`src/rtl/rbs_pkg.sv`:
```
// ----------------------------------------------------------------------------
// rbs_pkg
// Shared types and constants of the RGBA bilinear scaler.
// ----------------------------------------------------------------------------
`default_nettype none

package rbs_pkg;

   localparam int CSR_INDEX_W = 2;
   localparam int CSR_DATA_W  = 13;
   localparam int SCOORD_W    = 8;
   localparam int DCOORD_W    = 12;
   localparam int CHAN_W      = 8;
   localparam int PIXEL_W     = 4 * CHAN_W;

   typedef enum logic [CSR_INDEX_W-1:0] {
      CSR_SRC_WIDTH  = 2'd0,
      CSR_SRC_HEIGHT = 2'd1,
      CSR_DST_WIDTH  = 2'd2,
      CSR_DST_HEIGHT = 2'd3
   } csr_index_type;

   typedef enum logic {
      ACT_WRITE   = 1'b0,
      ACT_REQUEST = 1'b1
   } action_type;

   // neighbor select: bit 0 right column, bit 1 lower row
   typedef enum logic [1:0] {
      NB_00 = 2'b00,
      NB_01 = 2'b01,
      NB_10 = 2'b10,
      NB_11 = 2'b11
   } nb_type;

   typedef struct packed {
      logic   load_req;
      logic   wr_px;
      logic   mul;
      logic   cdiv_start;
      nb_type rd_sel;
      logic   cap_en;
      nb_type cap_sel;
      logic   wgt;
      logic   prod;
      logic   ldiv_start;
      logic   load_out;
   } cmd_type;

   typedef struct packed {
      logic oor;
      logic cdiv_busy;
      logic ldiv_busy;
   } status_type;

endpackage

`default_nettype wire

```
`src/rtl/rbs_ctrl.sv`:
```
// ----------------------------------------------------------------------------
// rbs_ctrl
// Sequencer for pixel writes and destination pixel requests.
// ----------------------------------------------------------------------------
`default_nettype none

module rbs_ctrl (
   input  wire logic                clock,
   input  wire logic                reset,
   input  wire logic                req_valid,
   input  wire logic                req_action,
   output logic                     req_ready,
   output logic                     rsp_valid,
   input  wire logic                rsp_ready,
   output rbs_pkg::cmd_type         cmd,
   input  wire rbs_pkg::status_type status
);

   import rbs_pkg::*;

   typedef enum logic [13:0] {
      ST_IDLE   = 14'b00000000000001,
      ST_MUL    = 14'b00000000000010,
      ST_CSTART = 14'b00000000000100,
      ST_CWAIT  = 14'b00000000001000,
      ST_RD0    = 14'b00000000010000,
      ST_RD1    = 14'b00000000100000,
      ST_RD2    = 14'b00000001000000,
      ST_RD3    = 14'b00000010000000,
      ST_RLAST  = 14'b00000100000000,
      ST_WGT    = 14'b00001000000000,
      ST_PROD   = 14'b00010000000000,
      ST_LSTART = 14'b00100000000000,
      ST_LWAIT  = 14'b01000000000000,
      ST_FIN    = 14'b10000000000000
   } state_type;

   state_type state_ff, state_in;
   logic      rsp_valid_ff, rsp_valid_in;

   always_comb begin
      state_in     = state_ff;
      rsp_valid_in = rsp_valid_ff;
      cmd          = '0;
      req_ready    = 1'b0;
      if (rsp_valid_ff && rsp_ready) begin
         rsp_valid_in = 1'b0;
      end
      unique case (state_ff)
         ST_IDLE: begin
            req_ready = 1'b1;
            if (req_valid) begin
               if (action_type'(req_action) == ACT_REQUEST) begin
                  cmd.load_req = 1'b1;
                  state_in     = ST_MUL;
               end else begin
                  cmd.wr_px = 1'b1;
               end
            end
         end
         ST_MUL: begin
            cmd.mul  = 1'b1;
            state_in = ST_CSTART;
         end
         ST_CSTART: begin
            if (status.oor) begin
               state_in = ST_FIN;
            end else begin
               cmd.cdiv_start = 1'b1;
               state_in       = ST_CWAIT;
            end
         end
         ST_CWAIT: begin
            if (!status.cdiv_busy) state_in = ST_RD0;
         end
         ST_RD0: begin
            cmd.rd_sel = NB_00;
            state_in   = ST_RD1;
         end
         ST_RD1: begin
            cmd.rd_sel  = NB_01;
            cmd.cap_en  = 1'b1;
            cmd.cap_sel = NB_00;
            state_in    = ST_RD2;
         end
         ST_RD2: begin
            cmd.rd_sel  = NB_10;
            cmd.cap_en  = 1'b1;
            cmd.cap_sel = NB_01;
            state_in    = ST_RD3;
         end
         ST_RD3: begin
            cmd.rd_sel  = NB_11;
            cmd.cap_en  = 1'b1;
            cmd.cap_sel = NB_10;
            state_in    = ST_RLAST;
         end
         ST_RLAST: begin
            cmd.cap_en  = 1'b1;
            cmd.cap_sel = NB_11;
            state_in    = ST_WGT;
         end
         ST_WGT: begin
            cmd.wgt  = 1'b1;
            state_in = ST_PROD;
         end
         ST_PROD: begin
            cmd.prod = 1'b1;
            state_in = ST_LSTART;
         end
         ST_LSTART: begin
            cmd.ldiv_start = 1'b1;
            state_in       = ST_LWAIT;
         end
         ST_LWAIT: begin
            if (!status.ldiv_busy) state_in = ST_FIN;
         end
         ST_FIN: begin
            if (!rsp_valid_ff || rsp_ready) begin
               cmd.load_out = 1'b1;
               rsp_valid_in = 1'b1;
               state_in     = ST_IDLE;
            end
         end
         default: state_in = ST_IDLE;
      endcase
   end

   always_ff @(posedge clock) begin
      if (reset) begin
         state_ff     <= ST_IDLE;
         rsp_valid_ff <= 1'b0;
      end else begin
         state_ff     <= state_in;
         rsp_valid_ff <= rsp_valid_in;
      end
   end

   assign rsp_valid = rsp_valid_ff;

endmodule

`default_nettype wire

```
`config.mk`:
```
export PLATFORM = sky130hd
export DESIGN_NAME = rbs_ctrl
export DESIGN_NICKNAME = d
export VERILOG_FILES = /design/src/rtl/rbs_pkg.sv /design/src/rtl/rbs_ctrl.sv
export SDC_FILE = /design/constraint.sdc
export NUM_CORES = 1
export LEC_CHECK = 0
export BUFFER_PORTS_ARGS = -buffer_cell sky130_fd_sc_hd__buf_4
export CORE_AREA = 3 3 62 64
export CTS_BUF_LIST = sky130_fd_sc_hd__clkbuf_8 sky130_fd_sc_hd__clkbuf_16
export CTS_CLUSTER_DIAMETER = 50
export DETAILED_ROUTE_END_ITERATION = 10
export DIE_AREA = 0 0 65 67
export PLACE_DENSITY_LB_ADDON = 0.3
export SETUP_SLACK_MARGIN = 0.4
export SLEW_MARGIN = 20
export SYNTH_ARGS = -nofsm -noshare
export SYNTH_HDL_FRONTEND = slang
export SYNTH_SLANG_ARGS = --single-unit
export TNS_END_PERCENT = 5
```
`constraint.sdc`:
```
create_clock -name clock -period 2.7 [get_ports clock]
set_input_delay 0.27 -clock clock [delete_from_list [all_inputs] [get_ports clock]]
set_output_delay 0.27 -clock clock [all_outputs]
set_load 0.01 [all_outputs]
```
==> flow_summary_export.csv <==
group,metric,value,unit
run_status,outcome,"complete, no violations",
yosys,syn_area,946,um2
timing,final_max_slew_viol_count,0,
timing,setup_ws,0.388,ns
finish,multiInputGateArea,631,um2
timing,fin_setup_tns,0,ns
drt,viasPerCell,5.13,
worst_setup_path,crit_slowest_cell,"or4b_4",
power_and_ir_drop,seq_power_share,46.9,%
yosys,synth_fa_ha_area_share,0,%
yosys,async_flop_share,0,%
power_and_ir_drop,p_int,0.000357,W
finish,final_util,37.6,%
clock_tree,clk_pin_slew,0.06,ns
floorplanning,initial_core_util,28.3,%
floorplanning,io_pins,23,
worst_setup_path,critPathLaunchType,"flop",
power_and_ir_drop,clkPwrFrac,40.3,%
yosys,synth_compound_area_share,10.7,%
grt,grt_overflow_total,0,
worst_setup_path,crit_chain,"nor4_4 > nand4b_4 > or4b_4 > nand2_1 > buf_4",
timing,finClkSkew,0.00763,ns
finish,areaGrowthSynthToFinish,32.7,%
drt,drc,0,
grt,antenna_found_initial,0,
worst_setup_path,crit_type,"flop to primary output",
yosys,netlist_instances,115,
clock_tree,clk_latency,0.26,ns
finish,drive_gt1_share,29.1,%
floorplanning,core_area,3340,um2
min_path,worstHoldPathType,"primary input to flop",
drt,drtIter0Drc,26,
worst_setup_path,cp_max_fo,8,
finish,n_antenna_cell,0,
worst_setup_path,crit_arrival,2.04,ns
clock_tree,clock_path_buffers,2,
yosys,synth_top_family_by_area,"simple AND/OR/NAND/NOR gates",
power_and_ir_drop,pwr_density_cell,388,nW/um2
clock_tree,numCtsBuffers,3,
worst_setup_path,cpPeakStageDelay,0.56,ns
yosys,synth_edf_count,0,
flow_run,maxCapViolCount,0,
timing,fin_crit,2.31,ns
timing,whs,0.247,ns
clock_tree,clock-sinks,15,
timing,finalSetupViolCount,0,
drt,drt_pass1_iterations,4,
power_and_ir_drop,vdd_drop_max,0.311,mV
finish,fin_area,1250,um2
finish,fillCellCount,361,
worst_setup_path,rr_worst_depth,7,
finish,seq_area,300,um2
drt,vias,959,
timing,finalCritPeriodShare,85.6,%
clock_tree,ctsHoldBuffers,0,
drt,drt_wl_total,2500,um
placement,place.gp.congestion,0.829,
yosys,syn_nets,123,
yosys,yosys.area_share.simple,47.9,%
power_and_ir_drop,p_leak,0.511,nW
yosys,synth_mux_area_share,0,%
placement,post-place-ws,0.605,ns
drt,wl_per_cell,13.4,um
power_and_ir_drop,p_comb_share,12.8,%
yosys,ys_seq_area_share,31.7,%
clock_tree,cts_root_buf,"clkbuf_8",
placement,portBuffers,22,
timing,max_slew_margin,71.8,%
worst_setup_path,timing.rr.start,"state_ff[12]",
finish,fin_nets,150,
grt,grt_max_degree,12,
worst_setup_path,r2r_setup_slack,0.67,ns
timing,worstMarginPinSlew,0.422,ns
timing,fmax,0.433,GHz
yosys,synth_xor_xnor_area_share,5.56,%
worst_setup_path,startpoint,"state_ff[3]",
yosys,synth_area_per_cell,8.23,um2
drt,drtAntennaViolNets,0,
floorplanning,dieArea,4360,um2
worst_setup_path,worstPathRequired,2.43,ns
power_and_ir_drop,p_sw,0.000131,W
timing,rsz0062_at_grt,"yes",
grt,grt_pass1_vias,923,
placement,hpwl,1830,um
floorplanning,rows,21,
floorplanning,die_h,67,um
yosys,synth-seq-cells,15,
yosys,synth_ff_type,"dfxtp_1",
grt,grt_pass1_wl,4260,um
clock_tree,htreeDepth,1,
grt,grtUsageTotal,12.9,%
yosys,yosys_warnings,0,
clock_tree,tritoncts,"done",
worst_setup_path,worstSetupEndpointType,"primary output",
timing,hold_viol,0,
worst_setup_path,crit_end,"cmd[4]",
placement,place_area,1140,um2
floorplanning,die_x,65,um
yosys,synth_cell_types,42,
worst_setup_path,timing.rr.end,"state_ff[5]",
power_and_ir_drop,switching_share,26.8,%
power by group through the flow:
stage	clock [W]	sequential (W)	combinational, W
2_1_floorplan	0	0.000233	0.0000379
3_3_place_gp	0	0.000233	0.0000596
3_5_place_dp	0	0.000233	0.0000604
4_1_cts	0.000201	0.000228	0.0000626
5_1_grt	0.000208	0.000229	0.0000692
6_report	0.000196	0.000228	0.0000625
sequential cells by signal (all words and copies together) (netlist names):
signal,cells
rsp_valid,1
state_ff,14
synthesized netlist by cell type, types with 2 or more instances:
cell type / number / area share [%]
nand3_1: 4 / 2.1
nand2_1: 6 / 2.4
nand2b_1: 3 / 2.0
or3_1: 2 / 1.3
xor2_1: 3 / 2.8
nor4_1: 2 / 1.3
inv_1: 2 / 0.79
and3_1: 2 / 1.3
o21ai_0: 6 / 3.2
a21oi_1: 2 / 1.1
nor2_1: 17 / 6.7
nor2b_1: 3 / 2.0
nor4b_1: 3 / 2.8
buf_2: 3 / 1.6
nand4b_1: 3 / 2.8
nand4_1: 4 / 2.6
dfxtp_1: 15 / 32
xnor2_1: 3 / 2.8
nor3_1: 8 / 4.2
nor4_4: 2 / 4.5
placed cells by master (no fill, tap or decap), drive strengths merged, types with 4 or more instances in the layout:
master,instances
o21ai,7
nor4,5
nor3,8
buf,28
nand2,6
nand3,5
nand4,4
nor2,18
dfxtp,15
nand4b,4
critical path: cells and delay by family (launching register included):
family	cells	cell delay, ns
buffers and inverters	1	0.11
flip-flops	1	0.39
AND/OR/NAND/NOR	4	1.28
repair_timing:
item                                    4_1_cts  5_1_grt
pin swaps                                     2        0
setup buffers                                 5        0
hold endpoints to repair                      0        0
endpoints found under the setup margin        3        6
gates resized for setup                       2        1
through the flow:
step,cells,total power (W)
after floorplan,115,0.000270
after global placement,178,0.000293
after detailed placement,178,0.000294
after CTS,187,0.000492
after global routing,187,0.000507
final,187,0.000487
how the worst min path moves through the flow:
stage                              end      start  depth (start not counted)
final                     state_ff[12]  status[0]                          3
after global placement    state_ff[12]  status[0]                          3
after detailed placement  state_ff[12]  status[0]                          3
after floorplan           state_ff[12]  status[0]                          2
after CTS                 state_ff[12]  status[0]                          3
after global routing      state_ff[12]  status[0]                          3
cell type report:
type | instances | area share (%)
clock buffer | 3 | 3.29
timing repair buffer | 28 | 16.7
clock inverter | 1 | 0.598
tap | 46 | 4.59
sequential | 15 | 23.9
inverter | 2 | 0.598
multi-input combinational | 92 | 50.2
routing by layer:
| layer | GRT usage (%) | up-vias | part of all wire, % |
|---|---|---|---|
| li1 | - | 478 | - |
| met1 | 14.9 | 455 | 43 |
| met2 | 21.5 | 22 | 50 |
| met3 | 3.54 | 4 | 5.2 |
| met4 | 6.60 | 0 | 1.8 |
| met5 | 0 | - | 0 |
logic make-up after synthesis:
kind of cell	after synthesis
simple gates	70
compound gates	16
flops	15
buf+inv	8
xor+xnor	6
Note: power is estimated with default switching activity, not from simulation.
